### src/bba_pkg.sv
// Shared types and constants for the bitmap block allocator.
// No dependencies; every file but bba_ram imports this package.
package bba_pkg;

    localparam logic FUNC_ALLOC   = 1'b0;
    localparam logic FUNC_RELEASE = 1'b1;

    localparam int BS_W      = 21;
    localparam int DATA_W    = 32;
    localparam int ARG_W     = 17;
    localparam int TOTAL_W   = 11;
    localparam int CFG_IDX_W = 2;

    localparam logic [CFG_IDX_W-1:0] CFG_BLOCK_SIZE   = 2'd0;
    localparam logic [CFG_IDX_W-1:0] CFG_REGION_START = 2'd1;
    localparam logic [CFG_IDX_W-1:0] CFG_REGION_END   = 2'd2;

    typedef enum logic [1:0] {
        ST_OK        = 2'd0,
        ST_ZERO_SIZE = 2'd1,
        ST_NO_FIT    = 2'd2,
        ST_RANGE     = 2'd3
    } status_t;

    typedef enum logic [1:0] {
        OP_ALLOC   = 2'd0,
        OP_RELEASE = 2'd1,
        OP_REPORT  = 2'd2
    } op_t;

    typedef struct packed {
        op_t              op;
        status_t          status;
        logic [ARG_W-1:0] arg;
    } cmd_t;

    typedef struct packed {
        logic clearing;
        logic busy;
    } back_stat_t;

    function automatic logic [BS_W-1:0] eff_bs(input logic [BS_W-1:0] bs);
        return (bs == '0) ? BS_W'(1) : bs;
    endfunction

endpackage

### src/bba_ram.sv
// Generic single-write, single-read RAM with registered read data.
// No dependencies.
module bba_ram #(
    parameter int WIDTH = 32,
    parameter int DEPTH = 32,
    localparam int AW = (DEPTH > 1) ? $clog2(DEPTH) : 1
) (
    input  logic             aclk,
    input  logic             we,
    input  logic [AW-1:0]    waddr,
    input  logic [WIDTH-1:0] wdata,
    input  logic [AW-1:0]    raddr,
    output logic [WIDTH-1:0] rdata
);
    logic [WIDTH-1:0] mem [DEPTH];

    always_ff @(posedge aclk) begin
        if (we) begin
            mem[waddr] <= wdata;
        end
        rdata <= mem[raddr];
    end
endmodule

### src/bba_front.sv
// Front end: accepts requests, checks ranges and divides by the block size.
// Depends on bba_pkg.
module bba_front #(
    parameter int NUM_BLOCKS = 1024
) (
    input  logic                       aclk,
    input  logic                       aresetn,
    input  logic                       s_valid,
    output logic                       s_ready,
    input  logic                       s_func,
    input  logic [31:0]                s_request_size,
    input  logic [31:0]                s_release_address,
    input  logic [bba_pkg::BS_W-1:0]   block_size,
    input  logic [31:0]                region_start,
    input  logic [31:0]                region_end,
    output logic                       cmd_valid,
    input  logic                       cmd_ready,
    output bba_pkg::cmd_t              cmd
);
    import bba_pkg::*;

    typedef enum logic [3:0] {
        F_IDLE  = 4'b0001,
        F_DIV   = 4'b0010,
        F_CLASS = 4'b0100,
        F_PUSH  = 4'b1000
    } fstate_t;

    fstate_t           state_reg, state_next;
    logic              func_reg;
    logic [31:0]       dvd_reg;
    logic [BS_W-1:0]   rem_reg;
    logic [BS_W-1:0]   bs_reg;
    logic [4:0]        cnt_reg;
    cmd_t              cmd_reg;
    logic [BS_W:0]     trial;
    logic              ge;
    logic [32:0]       need33;

    assign s_ready   = (state_reg == F_IDLE);
    assign cmd_valid = (state_reg == F_PUSH);
    assign cmd       = cmd_reg;

    assign trial  = {rem_reg, dvd_reg[31]};
    assign ge     = (trial >= {1'b0, bs_reg});
    assign need33 = {1'b0, dvd_reg} + {32'd0, (rem_reg != '0)};

    always_comb begin
        state_next = state_reg;
        case (state_reg)
            F_IDLE: begin
                if (s_valid) begin
                    if (s_func == FUNC_ALLOC && s_request_size == '0) begin
                        state_next = F_PUSH;
                    end else if (s_func == FUNC_RELEASE &&
                                 (s_release_address < region_start ||
                                  s_release_address >= region_end)) begin
                        state_next = F_PUSH;
                    end else begin
                        state_next = F_DIV;
                    end
                end
            end
            F_DIV: begin
                if (cnt_reg == 5'd31) begin
                    state_next = F_CLASS;
                end
            end
            F_CLASS: state_next = F_PUSH;
            F_PUSH: begin
                if (cmd_ready) begin
                    state_next = F_IDLE;
                end
            end
            default: state_next = F_IDLE;
        endcase
    end

    always_ff @(posedge aclk) begin
        if (!aresetn) begin
            state_reg <= F_IDLE;
        end else begin
            state_reg <= state_next;
        end
    end

    always_ff @(posedge aclk) begin
        case (state_reg)
            F_IDLE: begin
                func_reg <= s_func;
                bs_reg   <= eff_bs(block_size);
                rem_reg  <= '0;
                cnt_reg  <= '0;
                dvd_reg  <= (s_func == FUNC_ALLOC) ? s_request_size
                                                   : s_release_address - region_start;
                cmd_reg.op  <= OP_REPORT;
                cmd_reg.arg <= '0;
                cmd_reg.status <= (s_func == FUNC_ALLOC) ? ST_ZERO_SIZE : ST_RANGE;
            end
            F_DIV: begin
                rem_reg <= ge ? BS_W'(trial - {1'b0, bs_reg}) : BS_W'(trial);
                dvd_reg <= {dvd_reg[30:0], ge};
                cnt_reg <= cnt_reg + 5'd1;
            end
            F_CLASS: begin
                if (func_reg == FUNC_ALLOC) begin
                    if (need33 > 33'(NUM_BLOCKS)) begin
                        cmd_reg.op     <= OP_REPORT;
                        cmd_reg.status <= ST_NO_FIT;
                    end else begin
                        cmd_reg.op     <= OP_ALLOC;
                        cmd_reg.status <= ST_OK;
                    end
                    cmd_reg.arg <= ARG_W'(need33);
                end else begin
                    if (dvd_reg >= 32'(NUM_BLOCKS)) begin
                        cmd_reg.op     <= OP_REPORT;
                        cmd_reg.status <= ST_RANGE;
                    end else begin
                        cmd_reg.op     <= OP_RELEASE;
                        cmd_reg.status <= ST_OK;
                    end
                    cmd_reg.arg <= ARG_W'(dvd_reg);
                end
            end
            default: begin
            end
        endcase
    end
endmodule

### src/bba_queue.sv
// Two-entry command queue between the front end and the back end.
// Depends on bba_pkg.
module bba_queue (
    input  logic          aclk,
    input  logic          aresetn,
    input  logic          in_valid,
    output logic          in_ready,
    input  bba_pkg::cmd_t in_cmd,
    output logic          out_valid,
    input  logic          out_ready,
    output bba_pkg::cmd_t out_cmd
);
    import bba_pkg::*;

    cmd_t       slot_reg [2];
    logic       wptr_reg, rptr_reg;
    logic [1:0] count_reg;
    logic       push, pop;

    assign in_ready  = (count_reg != 2'd2);
    assign out_valid = (count_reg != 2'd0);
    assign out_cmd   = slot_reg[rptr_reg];
    assign push      = in_valid && in_ready;
    assign pop       = out_valid && out_ready;

    always_ff @(posedge aclk) begin
        if (!aresetn) begin
            wptr_reg  <= 1'b0;
            rptr_reg  <= 1'b0;
            count_reg <= 2'd0;
        end else begin
            if (push) begin
                wptr_reg <= ~wptr_reg;
            end
            if (pop) begin
                rptr_reg <= ~rptr_reg;
            end
            count_reg <= count_reg + {1'b0, push} - {1'b0, pop};
        end
    end

    always_ff @(posedge aclk) begin
        if (push) begin
            slot_reg[wptr_reg] <= in_cmd;
        end
    end
endmodule

### src/bba_back.sv
// Back end: scans and updates the bitmap word by word and drives results.
// Depends on bba_pkg and bba_ram.
module bba_back #(
    parameter int NUM_BLOCKS = 1024,
    parameter int WORD_BITS  = 32
) (
    input  logic                         aclk,
    input  logic                         aresetn,
    input  logic                         cmd_valid,
    output logic                         cmd_ready,
    input  bba_pkg::cmd_t                cmd,
    input  logic [bba_pkg::BS_W-1:0]     block_size,
    input  logic [31:0]                  region_start,
    output logic                         m_valid,
    input  logic                         m_ready,
    output logic [1:0]                   m_status,
    output logic [31:0]                  m_block_address,
    output logic [bba_pkg::TOTAL_W-1:0]  m_free_block_total,
    output bba_pkg::back_stat_t          stat
);
    import bba_pkg::*;

    localparam int NWORDS = NUM_BLOCKS / WORD_BITS;
    localparam int AW     = (NWORDS > 1) ? $clog2(NWORDS) : 1;
    localparam int BW     = $clog2(WORD_BITS);
    localparam int IW     = $clog2(NUM_BLOCKS);
    localparam int CW     = $clog2(NUM_BLOCKS + 1);

    typedef enum logic [9:0] {
        B_CLEAR   = 10'b0000000001,
        B_IDLE    = 10'b0000000010,
        B_SCAN_RD = 10'b0000000100,
        B_SCAN_EV = 10'b0000001000,
        B_MARK_RD = 10'b0000010000,
        B_MARK_WR = 10'b0000100000,
        B_REL_RD  = 10'b0001000000,
        B_REL_WR  = 10'b0010000000,
        B_MUL     = 10'b0100000000,
        B_DONE    = 10'b1000000000
    } bstate_t;

    bstate_t              state_reg;
    logic [AW-1:0]        wa_reg;
    logic [CW-1:0]        need_reg, run_reg, count_reg;
    logic [IW-1:0]        lo_reg, hi_reg;
    logic [IW+BS_W-1:0]   prod_reg;
    status_t              st_reg;
    logic                 ok_alloc_reg;
    logic                 m_valid_reg;
    logic [1:0]           m_status_reg;
    logic [31:0]          m_addr_reg;
    logic [TOTAL_W-1:0]   m_total_reg;

    logic                 we;
    logic [WORD_BITS-1:0] wdata, rdata;
    logic [CW-1:0]        run_at [WORD_BITS];
    logic                 hit;
    logic [BW-1:0]        hit_pos;
    logic [WORD_BITS-1:0] mark_mask;
    logic [IW:0]          start_calc;

    bba_ram #(.WIDTH(WORD_BITS), .DEPTH(NWORDS)) u_map (
        .aclk  (aclk),
        .we    (we),
        .waddr (wa_reg),
        .wdata (wdata),
        .raddr (wa_reg),
        .rdata (rdata)
    );

    always_comb begin
        logic [CW-1:0] r;
        logic [IW-1:0] g;
        hit     = 1'b0;
        hit_pos = '0;
        for (int j = 0; j < WORD_BITS; j++) begin
            r = run_reg + CW'(j + 1);
            for (int k = 0; k <= j; k++) begin
                if (rdata[k]) begin
                    r = CW'(j - k);
                end
            end
            run_at[j] = r;
        end
        for (int j = WORD_BITS - 1; j >= 0; j--) begin
            if (run_at[j] >= need_reg) begin
                hit     = 1'b1;
                hit_pos = BW'(j);
            end
        end
        for (int j = 0; j < WORD_BITS; j++) begin
            g = IW'({wa_reg, BW'(j)});
            mark_mask[j] = (g >= lo_reg) && (g <= hi_reg);
        end
        start_calc = (IW + 1)'({wa_reg, hit_pos}) + (IW + 1)'(1) - (IW + 1)'(need_reg);
    end

    always_comb begin
        we    = 1'b0;
        wdata = rdata;
        case (state_reg)
            B_CLEAR: begin
                we    = 1'b1;
                wdata = '0;
            end
            B_MARK_WR: begin
                we    = 1'b1;
                wdata = rdata | mark_mask;
            end
            B_REL_WR: begin
                we    = 1'b1;
                wdata = rdata & ~(WORD_BITS'(1) << lo_reg[BW-1:0]);
            end
            default: begin
            end
        endcase
    end

    assign cmd_ready          = (state_reg == B_IDLE);
    assign m_valid            = m_valid_reg;
    assign m_status           = m_status_reg;
    assign m_block_address    = m_addr_reg;
    assign m_free_block_total = m_total_reg;
    assign stat.clearing      = (state_reg == B_CLEAR);
    assign stat.busy          = (state_reg != B_IDLE) && (state_reg != B_CLEAR);

    always_ff @(posedge aclk) begin
        if (!aresetn) begin
            state_reg   <= B_CLEAR;
            wa_reg      <= '0;
            count_reg   <= CW'(NUM_BLOCKS);
            m_valid_reg <= 1'b0;
        end else begin
            if (m_valid_reg && m_ready && state_reg != B_DONE) begin
                m_valid_reg <= 1'b0;
            end
            case (state_reg)
                B_CLEAR: begin
                    if (wa_reg == AW'(NWORDS - 1)) begin
                        state_reg <= B_IDLE;
                    end else begin
                        wa_reg <= wa_reg + AW'(1);
                    end
                end
                B_IDLE: begin
                    if (cmd_valid) begin
                        st_reg       <= cmd.status;
                        ok_alloc_reg <= 1'b0;
                        need_reg     <= CW'(cmd.arg);
                        run_reg      <= '0;
                        lo_reg       <= IW'(cmd.arg);
                        case (cmd.op)
                            OP_ALLOC: begin
                                wa_reg    <= '0;
                                state_reg <= B_SCAN_RD;
                            end
                            OP_RELEASE: begin
                                wa_reg    <= AW'(IW'(cmd.arg) >> BW);
                                state_reg <= B_REL_RD;
                            end
                            default: state_reg <= B_DONE;
                        endcase
                    end
                end
                B_SCAN_RD: state_reg <= B_SCAN_EV;
                B_SCAN_EV: begin
                    if (hit) begin
                        lo_reg    <= IW'(start_calc);
                        hi_reg    <= IW'(start_calc + (IW + 1)'(need_reg) - (IW + 1)'(1));
                        wa_reg    <= AW'(IW'(start_calc) >> BW);
                        state_reg <= B_MARK_RD;
                    end else begin
                        run_reg <= run_at[WORD_BITS-1];
                        if (wa_reg == AW'(NWORDS - 1)) begin
                            st_reg    <= ST_NO_FIT;
                            state_reg <= B_DONE;
                        end else begin
                            wa_reg    <= wa_reg + AW'(1);
                            state_reg <= B_SCAN_RD;
                        end
                    end
                end
                B_MARK_RD: state_reg <= B_MARK_WR;
                B_MARK_WR: begin
                    if (wa_reg == AW'(hi_reg >> BW)) begin
                        state_reg <= B_MUL;
                    end else begin
                        wa_reg    <= wa_reg + AW'(1);
                        state_reg <= B_MARK_RD;
                    end
                end
                B_MUL: begin
                    ok_alloc_reg <= 1'b1;
                    count_reg    <= (count_reg >= need_reg) ? count_reg - need_reg : '0;
                    state_reg    <= B_DONE;
                end
                B_REL_RD: state_reg <= B_REL_WR;
                B_REL_WR: begin
                    if (count_reg < CW'(NUM_BLOCKS)) begin
                        count_reg <= count_reg + CW'(1);
                    end
                    state_reg <= B_DONE;
                end
                B_DONE: begin
                    if (!m_valid_reg || m_ready) begin
                        m_valid_reg <= 1'b1;
                        state_reg   <= B_IDLE;
                    end
                end
                default: state_reg <= B_IDLE;
            endcase
        end
    end

    always_ff @(posedge aclk) begin
        if (state_reg == B_MUL) begin
            prod_reg <= lo_reg * eff_bs(block_size);
        end
        if (state_reg == B_DONE && (!m_valid_reg || m_ready)) begin
            m_status_reg <= st_reg;
            m_addr_reg   <= ok_alloc_reg ? region_start + 32'(prod_reg) : 32'd0;
            m_total_reg  <= TOTAL_W'(count_reg);
        end
    end
endmodule

### src/bitmap_block_allocator.sv
// First-fit contiguous block allocator over a used/free bitmap.
// Requests pass through the front end (range checks and a bit-serial division) and a two-entry
// queue to the back end, which scans the bitmap word by word and marks the words of a fit for
// an allocate, or clears one bit for a release. Front and back end each take one item at a time.
// After reset a clearing pass over all NUM_BLOCKS/WORD_BITS bitmap words runs before any transfer.
module bitmap_block_allocator #(
    parameter int NUM_BLOCKS = 1024,
    parameter int WORD_BITS  = 32
) (
    input  logic                            aclk,
    input  logic                            aresetn,
    input  logic                            cfg_wr_en,
    input  logic [bba_pkg::CFG_IDX_W-1:0]   cfg_index,
    input  logic [31:0]                     cfg_wdata,
    input  logic                            s_valid,
    output logic                            s_ready,
    input  logic                            s_func,
    input  logic [31:0]                     s_request_size,
    input  logic [31:0]                     s_release_address,
    output logic                            m_valid,
    input  logic                            m_ready,
    output logic [1:0]                      m_status,
    output logic [31:0]                     m_block_address,
    output logic [bba_pkg::TOTAL_W-1:0]     m_free_block_total
);
    import bba_pkg::*;

    logic [BS_W-1:0] block_size_reg;
    logic [31:0]     region_start_reg, region_end_reg;
    logic            front_ready, front_valid;
    logic            fq_valid, fq_ready, qb_valid, qb_ready;
    cmd_t            fq_cmd, qb_cmd;
    back_stat_t      stat;

    always_ff @(posedge aclk) begin
        if (!aresetn) begin
            block_size_reg   <= BS_W'(4096);
            region_start_reg <= 32'd0;
            region_end_reg   <= 32'd4194304;
        end else if (cfg_wr_en) begin
            case (cfg_index)
                CFG_BLOCK_SIZE:   block_size_reg   <= cfg_wdata[BS_W-1:0];
                CFG_REGION_START: region_start_reg <= cfg_wdata;
                CFG_REGION_END:   region_end_reg   <= cfg_wdata;
                default: begin
                end
            endcase
        end
    end

    assign s_ready     = front_ready && !stat.clearing;
    assign front_valid = s_valid && !stat.clearing;

    bba_front #(.NUM_BLOCKS(NUM_BLOCKS)) u_front (
        .aclk              (aclk),
        .aresetn           (aresetn),
        .s_valid           (front_valid),
        .s_ready           (front_ready),
        .s_func            (s_func),
        .s_request_size    (s_request_size),
        .s_release_address (s_release_address),
        .block_size        (block_size_reg),
        .region_start      (region_start_reg),
        .region_end        (region_end_reg),
        .cmd_valid         (fq_valid),
        .cmd_ready         (fq_ready),
        .cmd               (fq_cmd)
    );

    bba_queue u_queue (
        .aclk      (aclk),
        .aresetn   (aresetn),
        .in_valid  (fq_valid),
        .in_ready  (fq_ready),
        .in_cmd    (fq_cmd),
        .out_valid (qb_valid),
        .out_ready (qb_ready),
        .out_cmd   (qb_cmd)
    );

    bba_back #(.NUM_BLOCKS(NUM_BLOCKS), .WORD_BITS(WORD_BITS)) u_back (
        .aclk               (aclk),
        .aresetn            (aresetn),
        .cmd_valid          (qb_valid),
        .cmd_ready          (qb_ready),
        .cmd                (qb_cmd),
        .block_size         (block_size_reg),
        .region_start       (region_start_reg),
        .m_valid            (m_valid),
        .m_ready            (m_ready),
        .m_status           (m_status),
        .m_block_address    (m_block_address),
        .m_free_block_total (m_free_block_total),
        .stat               (stat)
    );

    a_err_addr_zero: assert property (@(posedge aclk) disable iff (!aresetn)
        m_valid && m_status != ST_OK |-> m_block_address == 32'd0)
        else $error("Failed request carries a nonzero address.");

    a_clear_blocks_input: assert property (@(posedge aclk)
        $rose(aresetn) |-> !s_ready)
        else $error("Input ready during the bitmap clearing pass.");

    a_clear_no_result: assert property (@(posedge aclk) disable iff (!aresetn)
        stat.clearing |-> !qb_ready && !stat.busy)
        else $error("Back end active during the clearing pass.");
endmodule

### config.mk
export PLATFORM = sky130hd
export DESIGN_NAME = bitmap_block_allocator
export DESIGN_NICKNAME = d
export VERILOG_FILES = /design/src/bba_pkg.sv /design/src/bba_ram.sv /design/src/bba_front.sv /design/src/bba_queue.sv /design/src/bba_back.sv /design/src/bitmap_block_allocator.sv
export SDC_FILE = /design/constraint.sdc
export NUM_CORES = 2
export LEC_CHECK = 0
export BUFFER_PORTS_ARGS = -buffer_cell sky130_fd_sc_hd__buf_2
export CAP_MARGIN = 15
export CORE_UTILIZATION = 35
export DETAILED_ROUTE_END_ITERATION = 10
export SYNTH_ARGS = -nofsm -noshare
export SYNTH_HDL_FRONTEND = slang
export SYNTH_SLANG_ARGS = --single-unit
### constraint.sdc
create_clock -name aclk -period 7.75 [get_ports aclk]
set_clock_uncertainty 0.1 [all_clocks]
set_input_delay 1.9375 -clock aclk [delete_from_list [all_inputs] [get_ports aclk]]
set_output_delay 1.9375 -clock aclk [all_outputs]
set_load 0.05 [all_outputs]
# Word-level counts from Yosys, hierarchy flattened
# Memories as Yosys holds them, arrays and structs flattened. A register that Yosys moved wholly into a read port is not among the register bits.
# Cells that the tools add are included.
[word_totals]
output_inout_bits = 47
ram_bits = 1066
register_bits = 342
mem_count = 2
input_bits = 104
[classes]
n_shift = 1
reduce_logical = 72
eq_ne = 34
bitwise = 6
mux = 649
addsub = 46
multipliers = 1
magnitude_cmp = 103
[memory_table]
columns = ["memory", "depth", "width", "rd", "rd_ports_with_merged_regs", "write_ports", "line", "source"]
rows = [
  ["u_back.u_map.mem", 32, 32, 1, 1, 1, "bba_ram.sv:15", "logic [WIDTH-1:0] mem [DEPTH];"],
  ["u_queue.slot_reg", 2, 21, 1, 1, 1, "bba_queue.sv:15", "cmd_t slot_reg [2];"],
]
[op_table]
columns = ["op", "n"]
rows = [
  ["$mux 11", 532],
  ["$ge 11x11->1", 33],
  ["$ge 10x10->1", 32],
  ["$le 10x10->1", 32],
  ["$mux 5", 36],
  ["$add 11x5->11 const B", 16],
  ["$pmux 32 s3", 1],
  ["$pmux 10 s9", 1],
  ["$add 11x4->11 const B", 8],
  ["$pmux 21 s2", 2],
  ["$mux 10", 7],
  ["$pmux 32 s2", 1],
  ["$mux 21", 3],
  ["$add 11x3->11 const B", 4],
  ["$pmux 11 s2", 2],
  ["$mux 1", 43],
  ["$logic_and 1x1->1", 41],
  ["$pmux 10 s2", 2],
  ["$add 32x1->33", 1],
  ["$gt 33x11->1 const B", 1],
  ["$add 32x31->32", 1],
  ["$and 32x32->32", 1],
  ["$ge 32x11->1 const B", 1],
  ["$ge 32x32->1", 1],
  ["other kinds (66)", 110],
]

# Depth between registers and ports, before layout
[depth]
ltp_word = 70
ltp_mapped = 42
ltp_nobuf = 41

# Modules after synthesis
# From an unflattened synthesis, not the netlist that was laid out.
[hier_totals]
cells_unflattened = 7569
area_unflattened_um2 = 84907.7
[by_module_without_submodules]
columns = ["mod", "area_each_um2", "instances", "seq_area_each_um2", "cells_per_inst"]
rows = [
  ["bba_ram", 40487.6, 1, 31390.1, 2260],
  ["bba_back", 30217.7, 1, 4174.0, 3826],
  ["bba_front", 9260.1, 1, 3113.0, 1077],
  ["bitmap_block_allocator", 3186.8, 1, 1701.6, 317],
  ["bba_queue", 1755.4, 1, 1361.3, 89],
]

# Least setup slack after synthesis
# No wires, ideal clock.
[synth_path]
path_type = "reg-to-reg"
start = "register u_back.u_map.rdata[0] (read register of u_back.u_map.mem)"
end = "register u_back.hi_reg[9], data pin"
slack_ns = 0.096
period_less_slack_ns = 7.654
stages_incl_launch_ff = 39
t_arrival_ns = 7.290
path_buffers = 4
cell_sequence = "dfxtp_1 buf_4 nor2_4 nand2_2 or3_1 buf_2 or2_2 buf_2 or4_1 clkbuf_1 inv_1 nand3_1 nor2_1 ha_1 a2111o_1 a2111oi_0 a21oi_1 nor2_1 [3 not listed] o31a_1 a21oi_1 ha_1 inv_1 ha_1 fa_1 inv_1 ha_1 fa_1 inv_1 a21oi_1 o21ai_0 a21oi_1 o21bai_1 a21o_1 a21oi_1 xnor2_1 xnor2_1"
[synth_via]
elab_chain_cells = 69
[synth_lines]
columns = ["element", "line", "source"]
rows = [
  ["from (decl)", "bba_ram.sv:13", "output logic [WIDTH-1:0] rdata"],
  ["$mux 11 (32 in series)", "bba_back.sv:79", "if (rdata[k]) begin"],
  ["$ge 11x11->1", "bba_back.sv:86", "if (run_at[j] >= need_reg) begin"],
  ["$mux 5 (31 in series)", "bba_back.sv:86", ""],
  ["$mux 5 (*)", "bba_back.sv:86", ""],
  ["$add 10x1->10 (*)", "bba_back.sv:95", "start_calc = (IW + 1)'({wa_reg, hit_pos}) + (IW + 1)'(1) - (IW + 1)'(need_reg);"],
  ["$sub 10x10->10 (*)", "bba_back.sv:95", ""],
  ["$add 10x10->10 (*)", "bba_back.sv:169", "hi_reg <= IW'(start_calc + (IW + 1)'(need_reg) - (IW + 1)'(1));"],
  ["$sub 10x1->10 (*)", "bba_back.sv:169", ""],
  ["to (signal assigned)", "bba_back.sv:169", ""],
  ["to (decl)", "bba_back.sv:45", "logic [IW-1:0] lo_reg, hi_reg;"],
]
# Every way passes the cells marked *; elsewhere a longest branch is shown, timed or not.
# A chain may end at the register's enable or synchronous reset.

# Worst setup path after layout
[layout_path]
start = "register u_back.run_reg[1]"
end = "register u_back.hi_reg[9], data pin"
[layout_via]
elab_chain_cells = 70
[layout_lines]
columns = ["element", "line", "source"]
rows = [
  ["from (decl)", "bba_back.sv:44", "logic [CW-1:0] need_reg, run_reg, count_reg;"],
  ["from (signal assigned)", "bba_back.sv:173", "run_reg <= run_at[WORD_BITS-1];"],
  ["$add 11x6->11", "bba_back.sv:77", "r = run_reg + CW'(j + 1);"],
  ["$mux 11 (32 in series)", "bba_back.sv:79", ""],
  ["$ge 11x11->1", "bba_back.sv:86", ""],
  ["$mux 5 (31 in series)", "bba_back.sv:86", ""],
  ["$mux 5 (*)", "bba_back.sv:86", ""],
  ["$add 10x1->10 (*)", "bba_back.sv:95", ""],
  ["$sub 10x10->10 (*)", "bba_back.sv:95", ""],
  ["$add 10x10->10 (*)", "bba_back.sv:169", ""],
  ["$sub 10x1->10 (*)", "bba_back.sv:169", ""],
]
# Marked as above.

==> run summary <==
CP most frequent cell -> a21oi_2
ANT nets after route -> 0
Status -> finished, final reports clean
Commonest non-fill, non-tap cell in the layout -> edfxtp_1
Startpoint Class -> register
# nets final -> 8,172
Synthesized instance count -> 6,816
Ys Warns -> 0
Hold EP -> u_queue.slot_reg[1][1]$_DFFE_PP_
FMAX -> 129 MHz
Post-Syn Area -> 0.0821 sq mm
Synthesized flop and latch total -> 1,423
Ports -> 151
Worst Path Max Fanout -> 3
Max VDD drop -> 224 uV
Global route overflow -> 0
Final Util -> 41.1%
CTS H-tree depth -> 4
Slowest stage delay, CP -> 430 ps
Reg2reg start -> u_back.run_reg[1]$_SDFFCE_PN0P_
Sequential element share of the synthesized area -> 50.2%
Pins over their slew limit -> 0
Post-synth EDFFs -> 1,270
Final hold viol count -> 0
Fin crit period -> 7720 ps
Clock Path Buffers -> 3
Final Setup Violations -> 0
Root Buffer -> clkbuf_16
Worst-path clk slew -> 60 ps
Mean Syn Cell Area -> 12.1 sq um
Layout area overhead -> 16.4%
Placeable Area -> 0.233 sq mm
Worst hold start -> u_front.cmd[1]$_SDFFCE_PP0P_
Tcrit/Tclk final -> 99.7%
First drt pass iteration count -> 5
Antenna violations before repair -> 19
Global-route wire length before repair -> 388 mm
Layout cells sized above 1 -> 18.4%
# fillers -> 21,800
Worst Path Arrival -> 8170 ps
Yosys top cell area share -> 46.4%
Post-synthesis xor/xnor area fraction -> 3.41%
Setup_tns -> 0 ps
DRT Wirelength -> 265 mm
Hold Path Depth -> 0
Routed via count -> 59,100
Hold_ws -> 346 ps
Biggest register -> u_back.u_map.mem
Via density -> 5.60
Area leader, netlist -> edfxtp_1
Max Cap Violations -> 0
Largest register FFs -> 1,024
Fraction of registers with async set/reset -> 0%
Detail Placement HPWL -> 181 mm
Worst EP required -> 8190 ps
Iteration-0 DRC Markers -> 5,998
Pleak -> 36.4 nW
Die height -> 486 um
Crit Path Category -> reg2reg
RSZ-0062 raised after global routing -> true
Routed wire per std cell -> 25.2 um
Clock latency on the worst-skew pair -> 820 ps
Reg2reg end -> u_back.hi_reg[9]$_DFFE_PP_
CTS tree -> done
Site row count -> 177
Routability Congestion -> 0.993
Largest net degree at the start of global routing -> 129
Slew headroom -> 17.4%
Main flop type after synthesis -> edfxtp_1
Worst R2R Setup Slack -> 30 ps
CTS sink count -> 1,423
Port Buffer Count -> 150
Largest family of logic cells by synthesized area -> adder cells
Worst setup EP type -> register
DRC -> 0
Worst path slowest cell -> edfxtp_1
Netlist cell types -> 105
R2r worst-path depth -> 40
Die area -> 0.237 sq mm
Worst-Margin Slew -> 1240 ps
Compound-Gate Fraction of Synth Area -> 10.3%
Mux contribution to synthesized area -> 7.87%
Number of buffers created by CTS -> 147
PD cells -> 255 mW/mm^2
Most frequent cells in the layout -> edfxtp_1, ha_1, nand2_1
Min-delay worst type -> reg2reg
Effective utilization at floorplan -> 35.3%
Adder-cell area share of the yosys netlist -> 13.3%
Synth Area in Simple Gates -> 11.7%
Top cells by area, synth -> edfxtp_1, ha_1, mux4_2, fa_1, dfxtp_1
Post-Syn Nets -> 7,699
Die X -> 486 um
Tot GR Track Use -> 22.1%
Vias in the first global route -> 58,000
-- metrics by stage --
| stage | setup WS (ps) | area, sq um | total power, mW | std cells |
|---|---|---|---|---|
| 2_1_floorplan | 96.0 | 82100 | 14.0 | 6816 |
| 3_3_place_gp | -332 | 89900 | 16.8 | 10200 |
| 3_5_place_dp | -515 | 89900 | 16.9 | 10200 |
| 4_1_cts | -30.1 | 95000 | 24.3 | 10500 |
| 5_1_grt | -344 | 95600 | 25.5 | 10500 |
| 6_report | 25.7 | 95600 | 24.4 | 10500 |
-- cell families after synthesis --
logic type	after synthesis
AO/OA/AOI/OAI	1300
XOR/XNOR	320
adder cells (fa/ha/maj)	779
buffers and inverters	691
flip-flops	1423
multiplexers	324
AND/OR/NAND/NOR	1979
-- power breakdown --
group	leakage [nW]	internal, mW	switching (mW)
Combinational	20.8	3.00	4.36
Clock	2.41	4.09	3.18
Sequential	13.2	9.29	0.499
-- worst max-delay path: cells and delay by family, from the launching register on --
family	cells	cell delay [ps]
compound gates	19	3620
fa+ha+maj	7	1630
simple gates	8	1020
xor+xnor	3	440
flops	1	430
buf+inv	3	220
-- how the worst max path moves through the flow --
stage	start	endpoint	slack, ps	cells past startpoint
global route	u_back.run_reg[1]$_SDFFCE_PN0P_	u_back.hi_reg[9]$_DFFE_PP_	-340	40
detailed placement	u_back.run_reg[1]$_SDFFCE_PN0P_	u_back.hi_reg[9]$_DFFE_PP_	-510	41
floorplan	u_back.u_map.rdata[0]$_DFF_P_	u_back.hi_reg[9]$_DFFE_PP_	100	38
CTS	u_back.run_reg[1]$_SDFFCE_PN0P_	u_back.hi_reg[9]$_DFFE_PP_	-30	41
finish	u_back.run_reg[1]$_SDFFCE_PN0P_	u_back.hi_reg[9]$_DFFE_PP_	30	40
global placement	u_back.run_reg[0]$_SDFFCE_PN0P_	u_back.hi_reg[9]$_DFFE_PP_	-330	41
-- synth_stat cells, drive strengths merged, types with 13 or more instances --
master and n:
edfxtp 1270, ha 623, nor2 539, nand2 537, inv 333, a21oi 305, o21ai 298, clkbuf 285
mux4 256, xnor2 200, fa 156, dfxtp 153, and2 147, a22oi 131, nor3 126, xor2 120
a21o 118, nand3 105, nand4 98, a21boi 97, nor2b 95, buf 70, nand2b 70, or3 61
mux2i 53, a31oi 49, nor4 48, o21a 47, and3 42, o211ai 38, a211oi 33, or2 32
o31ai 30, o21bai 26, nand3b 17, mux2 15, nor3b 15, a211o 13, o2111ai 13
-- layout make-up --
cell class | instances | area [sq um] | area share, %
well taps | 3132 | 3920 | 4.10
diodes | 3 | 7.51 | 0.00785
clock buffers | 179 | 3940 | 4.12
flip-flops and latches | 1423 | 41200 | 43.1
inverters | 336 | 1270 | 1.32
clock inverters | 84 | 1040 | 1.09
multi-input cells | 4702 | 39100 | 40.9
repair buffers | 679 | 5190 | 5.42
-- timing repair --
| action | CTS | global route |
|---|---|---|
| setup buffers | 5 | 10 |
| resized for setup | 34 | 51 |
| hold buffers | 0 | 0 |
| setup endpoints to repair | 5 | 6 |
| pin swaps | 12 | 31 |
-- metal layers --
| metal | wire length, um | share of wire [%] | up-vias | GRT usage, % |
|---|---|---|---|---|
| li1 | - | - | 26300 | - |
| met1 | 115000 | 43 | 29800 | 31.0 |
| met2 | 121000 | 46 | 2503 | 34.9 |
| met3 | 20500 | 7.7 | 417 | 3.39 |
| met4 | 8250 | 3.1 | 6 | 7.10 |
| met5 | 41 | 0.015 | - | 0 |
Power figures use the tool's default switching activity.
